## config.mk

```make
export PLATFORM = sky130hd
export DESIGN_NAME = sha1_block_compressor
export DESIGN_NICKNAME = d
export VERILOG_FILES = /design/src/rtl/sha1bc_pkg.sv /design/src/rtl/sha1bc_ctrl.sv /design/src/rtl/sha1bc_datapath.sv /design/src/rtl/sha1_block_compressor.sv
export SDC_FILE = /design/constraint.sdc
export NUM_CORES = 1
export LEC_CHECK = 0
export BUFFER_PORTS_ARGS = -buffer_cell sky130_fd_sc_hd__buf_2
export CAP_MARGIN = 20
export CORE_ASPECT_RATIO = 1.75
export CORE_UTILIZATION = 60
export CTS_CLUSTER_DIAMETER = 30
export DETAILED_ROUTE_END_ITERATION = 8
export PLACE_DENSITY_LB_ADDON = 0.08
export SYNTH_ARGS = -nofsm -noshare
export SYNTH_HDL_FRONTEND = slang
export SYNTH_HIERARCHICAL = 1
export SYNTH_SLANG_ARGS = --single-unit
```

## constraint.sdc

```tcl
create_clock -name clk -period 22.4 [get_ports clk]
set_input_delay 1.12 -clock clk [delete_from_list [all_inputs] [get_ports clk]]
set_output_delay 1.12 -clock clk [all_outputs]
set_load 0.01 [all_outputs]
```

## src/rtl/sha1bc_pkg.sv

```systemverilog
// Shared types, constants and round helpers for the SHA-1 block compressor.
package sha1bc_pkg;

  localparam int unsigned WORD_W      = 32;
  localparam int unsigned BLOCK_WORDS = 16;
  localparam int unsigned ROUNDS      = 80;
  localparam int unsigned DIGEST_WORDS = 5;

  localparam int unsigned POS_W   = $clog2(BLOCK_WORDS);
  localparam int unsigned ROUND_W = $clog2(ROUNDS);
  localparam int unsigned EMIT_W  = $clog2(DIGEST_WORDS);

  localparam logic [POS_W-1:0]   LAST_POS   = POS_W'(BLOCK_WORDS - 1);
  localparam logic [ROUND_W-1:0] LAST_ROUND = ROUND_W'(ROUNDS - 1);
  localparam logic [EMIT_W-1:0]  LAST_EMIT  = EMIT_W'(DIGEST_WORDS - 1);

  // Standard initial chaining value, H0 first.
  localparam logic [WORD_W-1:0] IV [DIGEST_WORDS] = '{
    32'h67452301, 32'hEFCDAB89, 32'h98BADCFE, 32'h10325476, 32'hC3D2E1F0
  };

  // Round group: one per block of twenty rounds.
  typedef enum logic [1:0] {
    STAGE_CH  = 2'd0,
    STAGE_PAR = 2'd1,
    STAGE_MAJ = 2'd2,
    STAGE_PAR2 = 2'd3
  } stage_t;

  typedef enum logic [1:0] {
    ST_IDLE  = 2'd0,
    ST_ROUND = 2'd1,
    ST_ADD   = 2'd2,
    ST_EMIT  = 2'd3
  } state_t;

  // Commands from the controller to the datapath.
  typedef struct packed {
    logic              load_word;
    logic              reload_iv;
    logic              init_work;
    logic              do_round;
    stage_t            stage;
    logic              add_chain;
    logic [EMIT_W-1:0] emit_sel;
  } dp_cmd_t;

  function automatic logic [WORD_W-1:0] round_k(input stage_t s);
    case (s)
      STAGE_CH:  round_k = 32'h5A827999;
      STAGE_PAR: round_k = 32'h6ED9EBA1;
      STAGE_MAJ: round_k = 32'h8F1BBCDC;
      default:   round_k = 32'hCA62C1D6;
    endcase
  endfunction

  function automatic logic [WORD_W-1:0] mix_f(input stage_t s, input logic [WORD_W-1:0] b,
                                              input logic [WORD_W-1:0] c,
                                              input logic [WORD_W-1:0] d);
    case (s)
      STAGE_CH:  mix_f = (b & c) | (~b & d);
      STAGE_MAJ: mix_f = (b & c) | (b & d) | (c & d);
      default:   mix_f = b ^ c ^ d;
    endcase
  endfunction

endpackage

```

## src/rtl/sha1bc_ctrl.sv

```systemverilog
// Controller state machine: word counting, round sequencing and digest output.
module sha1bc_ctrl
  import sha1bc_pkg::*;
(
  input  logic    clk,
  input  logic    rst,
  input  logic    in_valid,
  output logic    in_ready,
  input  logic    first_word,
  input  logic    last_word,
  output logic    out_valid,
  input  logic    out_ready,
  output logic    digest_last,
  output dp_cmd_t cmd
);

  state_t             state, state_next;
  logic [POS_W-1:0]   pos;
  logic [ROUND_W-1:0] round;
  logic [EMIT_W-1:0]  emit;
  logic               pend_last;

  logic accept;
  logic full;
  logic out_xfer;

  assign accept   = in_valid && (state == ST_IDLE);
  assign full     = !first_word && (pos == LAST_POS);
  assign out_xfer = out_valid && out_ready;

  // Next state.
  always_comb begin
    state_next = state;
    case (state)
      ST_IDLE: begin
        if (accept && full) begin
          state_next = ST_ROUND;
        end else if (accept && last_word) begin
          state_next = ST_EMIT;
        end
      end
      ST_ROUND: begin
        if (round == LAST_ROUND) state_next = ST_ADD;
      end
      ST_ADD: begin
        state_next = pend_last ? ST_EMIT : ST_IDLE;
      end
      ST_EMIT: begin
        if (out_ready && (emit == LAST_EMIT)) state_next = ST_IDLE;
      end
      default: state_next = ST_IDLE;
    endcase
  end

  // Outputs and datapath commands.
  always_comb begin
    in_ready      = (state == ST_IDLE);
    out_valid     = (state == ST_EMIT);
    digest_last   = (emit == LAST_EMIT);
    cmd.load_word = accept;
    cmd.reload_iv = accept && first_word;
    cmd.init_work = accept && full;
    cmd.do_round  = (state == ST_ROUND);
    cmd.add_chain = (state == ST_ADD);
    cmd.emit_sel  = emit;
    if (round < ROUND_W'(20)) begin
      cmd.stage = STAGE_CH;
    end else if (round < ROUND_W'(40)) begin
      cmd.stage = STAGE_PAR;
    end else if (round < ROUND_W'(60)) begin
      cmd.stage = STAGE_MAJ;
    end else begin
      cmd.stage = STAGE_PAR2;
    end
  end

  // Control registers.
  always_ff @(posedge clk) begin
    if (rst) begin
      state     <= ST_IDLE;
      pos       <= '0;
      round     <= '0;
      emit      <= '0;
      pend_last <= 1'b0;
    end else begin
      state <= state_next;
      if (accept) begin
        pend_last <= last_word;
        if (full || last_word) begin
          pos <= '0;
        end else if (first_word) begin
          pos <= POS_W'(1);
        end else begin
          pos <= pos + POS_W'(1);
        end
      end
      if (state == ST_ROUND) begin
        round <= (round == LAST_ROUND) ? '0 : round + ROUND_W'(1);
      end
      if (out_xfer) begin
        emit <= (emit == LAST_EMIT) ? '0 : emit + EMIT_W'(1);
      end
    end
  end

endmodule

```

## src/rtl/sha1bc_datapath.sv

```systemverilog
// Datapath: schedule shift line, working registers and chaining value.
module sha1bc_datapath
  import sha1bc_pkg::*;
(
  input  logic              clk,
  input  logic              rst,
  input  dp_cmd_t           cmd,
  input  logic [WORD_W-1:0] message_word,
  output logic [WORD_W-1:0] digest_word
);

  logic [WORD_W-1:0] win  [BLOCK_WORDS];
  logic [WORD_W-1:0] work [DIGEST_WORDS];
  logic [WORD_W-1:0] hv   [DIGEST_WORDS];

  logic [WORD_W-1:0] w_mix;
  logic [WORD_W-1:0] w_new;
  logic [WORD_W-1:0] t_sum;

  // Schedule expansion from fixed taps of the window; win[0] is this round's word.
  always_comb begin
    w_mix = win[13] ^ win[8] ^ win[2] ^ win[0];
    w_new = {w_mix[WORD_W-2:0], w_mix[WORD_W-1]};
    t_sum = {work[0][WORD_W-6:0], work[0][WORD_W-1:WORD_W-5]}
          + mix_f(cmd.stage, work[1], work[2], work[3])
          + work[4] + win[0] + round_k(cmd.stage);
  end

  // Message window: words shift in during loading, expanded words during rounds.
  always_ff @(posedge clk) begin
    if (cmd.load_word || cmd.do_round) begin
      for (int i = 0; i < BLOCK_WORDS - 1; i++) begin
        win[i] <= win[i+1];
      end
      win[BLOCK_WORDS-1] <= cmd.load_word ? message_word : w_new;
    end
  end

  // Working registers a..e.
  always_ff @(posedge clk) begin
    if (rst) begin
      for (int i = 0; i < DIGEST_WORDS; i++) work[i] <= '0;
    end else if (cmd.init_work) begin
      for (int i = 0; i < DIGEST_WORDS; i++) work[i] <= hv[i];
    end else if (cmd.do_round) begin
      work[0] <= t_sum;
      work[1] <= work[0];
      work[2] <= {work[1][1:0], work[1][WORD_W-1:2]};
      work[3] <= work[2];
      work[4] <= work[3];
    end
  end

  // Chaining value.
  always_ff @(posedge clk) begin
    if (rst) begin
      for (int i = 0; i < DIGEST_WORDS; i++) hv[i] <= IV[i];
    end else if (cmd.reload_iv) begin
      for (int i = 0; i < DIGEST_WORDS; i++) hv[i] <= IV[i];
    end else if (cmd.add_chain) begin
      for (int i = 0; i < DIGEST_WORDS; i++) hv[i] <= hv[i] + work[i];
    end
  end

  assign digest_word = hv[cmd.emit_sel];

endmodule

```

## src/rtl/sha1_block_compressor.sv

```systemverilog
// Top level of the SHA-1 block compressor: controller plus datapath.
// Words are taken one per cycle while idle; the sixteenth word of a block starts
// the rounds and then the chain addition, and no word is taken until they finish.
// A last word is followed by five digest transfers, H0 to H4, one per cycle at most.
// Synchronous reset loads the initial chaining value and returns to word zero.
module sha1_block_compressor
  import sha1bc_pkg::*;
(
  input  logic              clk,
  input  logic              rst,
  input  logic              in_valid,
  output logic              in_ready,
  input  logic [WORD_W-1:0] message_word,
  input  logic              first_word,
  input  logic              last_word,
  output logic              out_valid,
  input  logic              out_ready,
  output logic [WORD_W-1:0] digest_word,
  output logic              digest_last
);

  dp_cmd_t cmd;

  sha1bc_ctrl u_ctrl (
    .clk         (clk),
    .rst         (rst),
    .in_valid    (in_valid),
    .in_ready    (in_ready),
    .first_word  (first_word),
    .last_word   (last_word),
    .out_valid   (out_valid),
    .out_ready   (out_ready),
    .digest_last (digest_last),
    .cmd         (cmd)
  );

  sha1bc_datapath u_dp (
    .clk          (clk),
    .rst          (rst),
    .cmd          (cmd),
    .message_word (message_word),
    .digest_word  (digest_word)
  );

`ifndef ASSERT_OFF
  // Input is never taken while a digest is on offer.
  a_no_overlap: assert property (@(posedge clk) disable iff (rst)
    !(in_ready && out_valid))
    else $error("input ready while digest is pending");

  // The final digest transfer ends the output run.
  a_last_ends: assert property (@(posedge clk) disable iff (rst)
    (out_valid && out_ready && digest_last) |=> !out_valid)
    else $error("output continued after final digest word");

  // Rounds never run while words are being loaded.
  a_round_busy: assert property (@(posedge clk) disable iff (rst)
    cmd.do_round |-> !in_ready)
    else $error("input ready during compression rounds");
`endif

endmodule
```

After elaboration in Yosys (flattened, before gate mapping)
Memory sizes are Yosys's and may differ from the RTL's. A register that Yosys moved wholly into a read port is not among the register bits.
Index checks and enable logic that the tools add are counted.
{ "word_totals": {"out_inout_bits": 35, "in_bits": 38, "mem_bits_rw": 832, "regBits": 17, "elab_cells": 136, "memories": 3} }
{ "mem_list": {"columns": ["memory", "words", "width", "read_ports", "rd_ports_with_merged_regs", "write_ports", "line_no", "source"], "rows": [
  ["u_dp.win", 16, 32, 16, 0, 16, "sha1bc_datapath.sv:12", "logic [WORD_W-1:0] win [BLOCK_WORDS];"],
  ["u_dp.hv", 5, 32, 6, 1, 5, "sha1bc_datapath.sv:14", "logic [WORD_W-1:0] hv [DIGEST_WORDS];"],
  ["u_dp.work", 5, 32, 5, 0, 5, "sha1bc_datapath.sv:13", "logic [WORD_W-1:0] work [DIGEST_WORDS];"]
]} }
{ "op_classes": {"n_lt_le_gt_ge": 3, "n_bitwise": 33, "n_mux": 56, "reduce_logical": 13, "n_addsub": 12, "eq_ne": 11} }
{ "ops": {"columns": ["operator", "count"], "rows": [
  ["32-bit two-way mux", 21],
  ["32-bit adder", 9],
  ["32-bit bitwise XOR", 5],
  ["32-bit AND", 4],
  ["32-bit OR", 3],
  ["32-bit one-hot mux with 3 select lines", 1],
  ["32-bit one-hot mux with 2 select lines", 1],
  ["32-bit inverter", 1],
  ["1-bit OR", 20],
  ["1-bit two-way mux", 19],
  ["7-bit by 6-bit less-than comparator with 1-bit output, second input constant", 2],
  ["2-bit two-way mux", 7],
  ["3-bit two-way mux", 3],
  ["4-bit two-way mux", 2],
  ["2-bit one-hot mux with 4 select lines", 1],
  ["7-bit by 1-bit adder with 7-bit output, second input constant", 1],
  ["7-bit == test, second input constant", 1],
  ["1-bit logical AND", 7],
  ["7-bit by 5-bit less-than comparator with 1-bit output, second input constant", 1],
  ["7-bit two-way mux", 1],
  ["2-bit == test, second input constant", 3],
  ["4-bit by 1-bit adder with 4-bit output, second input constant", 1],
  ["2-bit by 1-bit == test with 1-bit output, second input constant", 2],
  ["4-bit == test, second input constant", 1],
  ["other kinds (8)", 11]
]} }

Longest topological paths before layout
{ "depth": {"depth_word": 11, "ltp_mapped": 29, "depth_no_buf": 26} }

By module
Netlist, hierarchy kept.
{ "by_module_without_submodules": {"columns": ["mod", "seq_area_each_um2", "n_inst", "cells_per_inst", "area_each_um2"], "rows": [
  ["sha1bc_datapath", 24984.0, 1, 3376, 42711.0],
  ["sha1bc_ctrl", 340.3, 1, 122, 969.7]
]} }

Worst setup path before layout
No wires, ideal clock.
{ "synth_timing": {"path_kind": "input to register", "start": "input in_valid", "end": "memory u_dp.win[0][0], enable pin", "setup_time_ns": 0.667, "arrival_ns": 8.174, "n_path_buf": 3, "path_stages": 6, "path_slack_ns": 13.559, "required_time_ns": 21.733, "path_cell_list": "or3b_1 -> buf_6 -> inv_1 -> buf_4 -> clkbuf_1 -> or2_2"} }
{ "synth_lines": {"columns": ["element", "line_no", "source"], "rows": [
  ["from (decl)", "sha1_block_compressor.sv:11", "input logic in_valid,"],
  ["to (decl)", "sha1bc_datapath.sv:12", null]
]} }

==> flow_metrics.py <==
metrics = {
    "placement": {
        "dp_worst_setup_slack_ns": 14.97,
        "placed_cells": 4415,
        "dp_hpwl_um": 76900,
        "globalplace.congestion": 1.00,
        "portBuffers": 72,
        "postPlaceCellArea_um2": 45000,
    },
    "flow_run": {
        "maxCapViolCount": 0,
    },
    "routing": {
        "post-route-drc-count": 0,
        "num_vias": 28400,
        "drtIter0Drc": 2618,
        "wl_per_cell_um": 23.7,
        "dr.pass1.iters": 6,
        "ant_nets": 0,
        "routed_wirelength_um": 110000,
        "viasPerCell": 6.12,
    },
    "yosys": {
        "synth.area.top_cells": "edfxtp_1, fa_1, ha_1",
        "synth_ff_type": "edfxtp_1",
        "yosys_register_bits": 849,
        "yosysSeqAreaShare_pct": 58.0,
        "synth_most_common_cell": "edfxtp_1",
        "synth_area_per_cell_um2": 12.5,
        "async_reset_ff_share_pct": 0,
        "synth_top_area_share_pct": 57.2,
        "synth_top_area_cell": "edfxtp_1",
        "syn-num-nets": 3860,
        "syn_area_um2": 43700,
        "yosys_warnings": 6,
        "synth_cell_types": 84,
        "synth_edf_count": 832,
        "synth_common_cells": "edfxtp_1, nand2_1, inv_1, o21ai_0, ha_1",
        "synth_cells": 3498,
    },
    "worst_setup_path": {
        "r2r_slack_ns": 14.91,
        "end_kind": "flop",
        "r2r-start": "u_ctrl/round[3]",
        "reg2reg_depth": 27,
        "crit-reg2reg-capture": "u_dp/work[0][31]",
        "crit_type": "flop to flop",
        "cp.arrival_ns": 7.95,
        "path_max_fanout": 33,
        "required_ns": 22.86,
        "start_kind": "flop",
    },
    "global_route": {
        "track_usage_pct": 30.5,
        "antenna_found_initial": 0,
        "grt_start_max_net_pins": 202,
        "grt_pass1_vias": 29200,
        "grt_pass1_wl_um": 168000,
        "gr-total-overflow": 0,
    },
    "clocking": {
        "post_cts_buffers": 0,
        "cts_root_buffer": "clkbuf_16",
        "path_clk_slew_ns": 0.06,
        "clockBufferDepth": 3,
        "ctsHoldBuffers": 0,
        "cts_resized": 0,
        "cts_tree": "built",
        "cts_max_level": 3,
        "cts_buffers": 120,
        "clock_latency_ns": 0.71,
        "numClockSinks": 849,
    },
    "floorplan": {
        "fp.coreArea_um2": 71900,
        "io_pins": 73,
        "die_y_um": 359,
        "rows": 130,
        "die_area_um2": 73900,
        "start_util_pct": 60.8,
        "die_x_um": 206,
    },
    "sta": {
        "rsz0062_at_grt": "no",
        "fmax_ghz": 0.133,
        "worstMarginPinSlew_ns": 1.15,
        "fin_crit_sh_pct": 33.5,
        "slew-limit-headroom_pct": 22.6,
        "setup_viol": 0,
        "layout_setup_ws_ns": 14.91,
        "slew_violations": 0,
        "hold_violations": 0,
        "hold_slack_ns": 0.411,
        "period_needed_ns": 7.49,
        "finClkSkew_ns": 0.0354,
        "tns_ns": 0,
    },
    "pwr": {
        "p_sw_mw": 1.88,
        "swShare_pct": 32.6,
        "leakage_nw": 18.7,
        "irDropWorstVdd_v": 0.000103,
        "p_int_mw": 3.89,
        "p_seq_share_pct": 37.9,
        "p_clk_share_pct": 33.4,
        "p_per_area_nw_per_um2": 117,
        "combPwrFrac_pct": 28.7,
    },
    "layout": {
        "final_cells": 4646,
        "syn2layout_area_growth_pct": 12.7,
        "final_nets": 3978,
        "n_antenna_cell": 0,
        "final_area_um2": 49200,
        "layout-drive-gt1-share_pct": 10.5,
    },
    "min_path": {
        "hold_end": "u_dp/win[0][87]",
        "hold_class": "flop to flop",
        "min_from": "u_dp/win[0][119]",
        "hold_depth": 0,
    },
    "outcome": {
        "run_status": "finished clean",
    },
}
[cell usage in the layout (no fill, tap or decap), types with 18 or more instances in the layout]
cell,n
xor2_1,65
fa_1,125
nand2_1,368
a211oi_1,20
ha_1,199
edfxtp_1,832
xnor2_1,191
o21bai_1,25
nand3_1,34
clkbuf_16,122
nor2_1,160
nand4_1,24
nor2b_1,31
a21o_1,105
and3_1,18
a21oi_1,179
clkbuf_1,21
o22ai_1,33
mux4_2,33
o21ai_0,303
inv_1,337
nand2b_1,24
a31oi_1,20
nor3_1,32
mux2_2,33
o21a_1,21
buf_2,72
[state kept, by name, indices dropped and copies added (netlist names)]
signal            flops
u_dp/hv             160
u_ctrl/pos            4
u_dp/work           160
u_ctrl/round          7
u_dp/win            512
u_ctrl/state          2
u_ctrl/pend_last      1
u_ctrl/emit           3
[per-layer routing]
| metal | track usage (%) | wire [um] | share of wire, % | vias to the layer above |
|---|---|---|---|---|
| met1 | 39.0 | 43400 | 39 | 14100 |
| met5 | 0 | 0 | 0 | - |
| met3 | 4.48 | 7240 | 6.6 | 267 |
| met4 | 17.1 | 6190 | 5.6 | 0 |
| li1 | - | - | - | 12900 |
| met2 | 49.6 | 53200 | 48 | 1176 |
[power groups by stage]
stage	Combinational (mW)	Clock, mW	Sequential, mW
finish	1.65	1.93	2.18
global placement	1.58	0	2.20
floorplan	1.20	0	2.19
detailed placement	1.62	0	2.21
global route	1.82	2.03	2.20
CTS	1.64	1.96	2.18
[kinds of logic (layout without fill, tap and decap cells)]
logic type | after synthesis | in the layout | synth area share, %
flops | 849 | 849 | 58.0
compound gates | 810 | 810 | 11.3
simple gates | 753 | 753 | 7.67
buf+inv | 437 | 661 | 3.86
fa+ha+maj | 324 | 324 | 11.4
xor+xnor | 256 | 256 | 5.13
mux | 69 | 69 | 2.62
[how the worst max path moves through the flow]
stage / start / cells after the start / end / slack [ns]
finish: u_ctrl/round[3] / 27 / u_dp/work[0][31] / 14.91
global route: u_ctrl/round[3] / 27 / u_dp/work[0][31] / 14.40
CTS: u_ctrl/round[3] / 27 / u_dp/work[0][31] / 14.93
detailed placement: u_ctrl/round[3] / 27 / u_dp/work[0][31] / 14.97
global placement: u_ctrl/round[3] / 27 / u_dp/work[0][31] / 15.09
floorplan: in_valid / 6 / u_dp/win[0][0] / 13.56
[worst max-delay path, cell delays in order (launching register included)]
cell and delay [ns]:
dfxtp_1 0.39, nand2_1 0.18, o21ai_0 0.12, a221o_1 0.40, inv_1 0.09, ha_1 0.59
nor2_1 0.14, inv_1 0.09, buf_4 0.39, o22ai_1 0.15, a21oi_1 0.22, fa_1 0.48
fa_1 0.57, fa_1 0.42, inv_1 0.07, ha_1 0.18, inv_1 0.07, fa_1 0.45
nor2b_1 0.11, o21ai_0 0.12, a21oi_1 0.23, o21ai_0 0.28, o211ai_2 0.32, a31oi_1 0.19
o31a_1 0.38, o221ai_1 0.24, xnor2_1 0.11, a22o_1 0.19
[metrics by stage]
step	util (%)	power, mW
2_1_floorplan	-	3.40
3_3_place_gp	62.6	3.78
3_5_place_dp	62.6	3.83
4_1_cts	68.4	5.78
5_1_grt	68.5	6.05
6_report	68.5	5.77
[cell type report]
cell class              instances  area [um^2]
clock buffers                 143         3130
clock inverters                85         1010
fillers                      5153        22700
inverters                     338         1270
multi-input cells            2212        16700
flip-flops and latches        849        25300
well taps                     924         1160
repair buffers                 95          591
No activity file was read; power rests on OpenSTA's default activity.
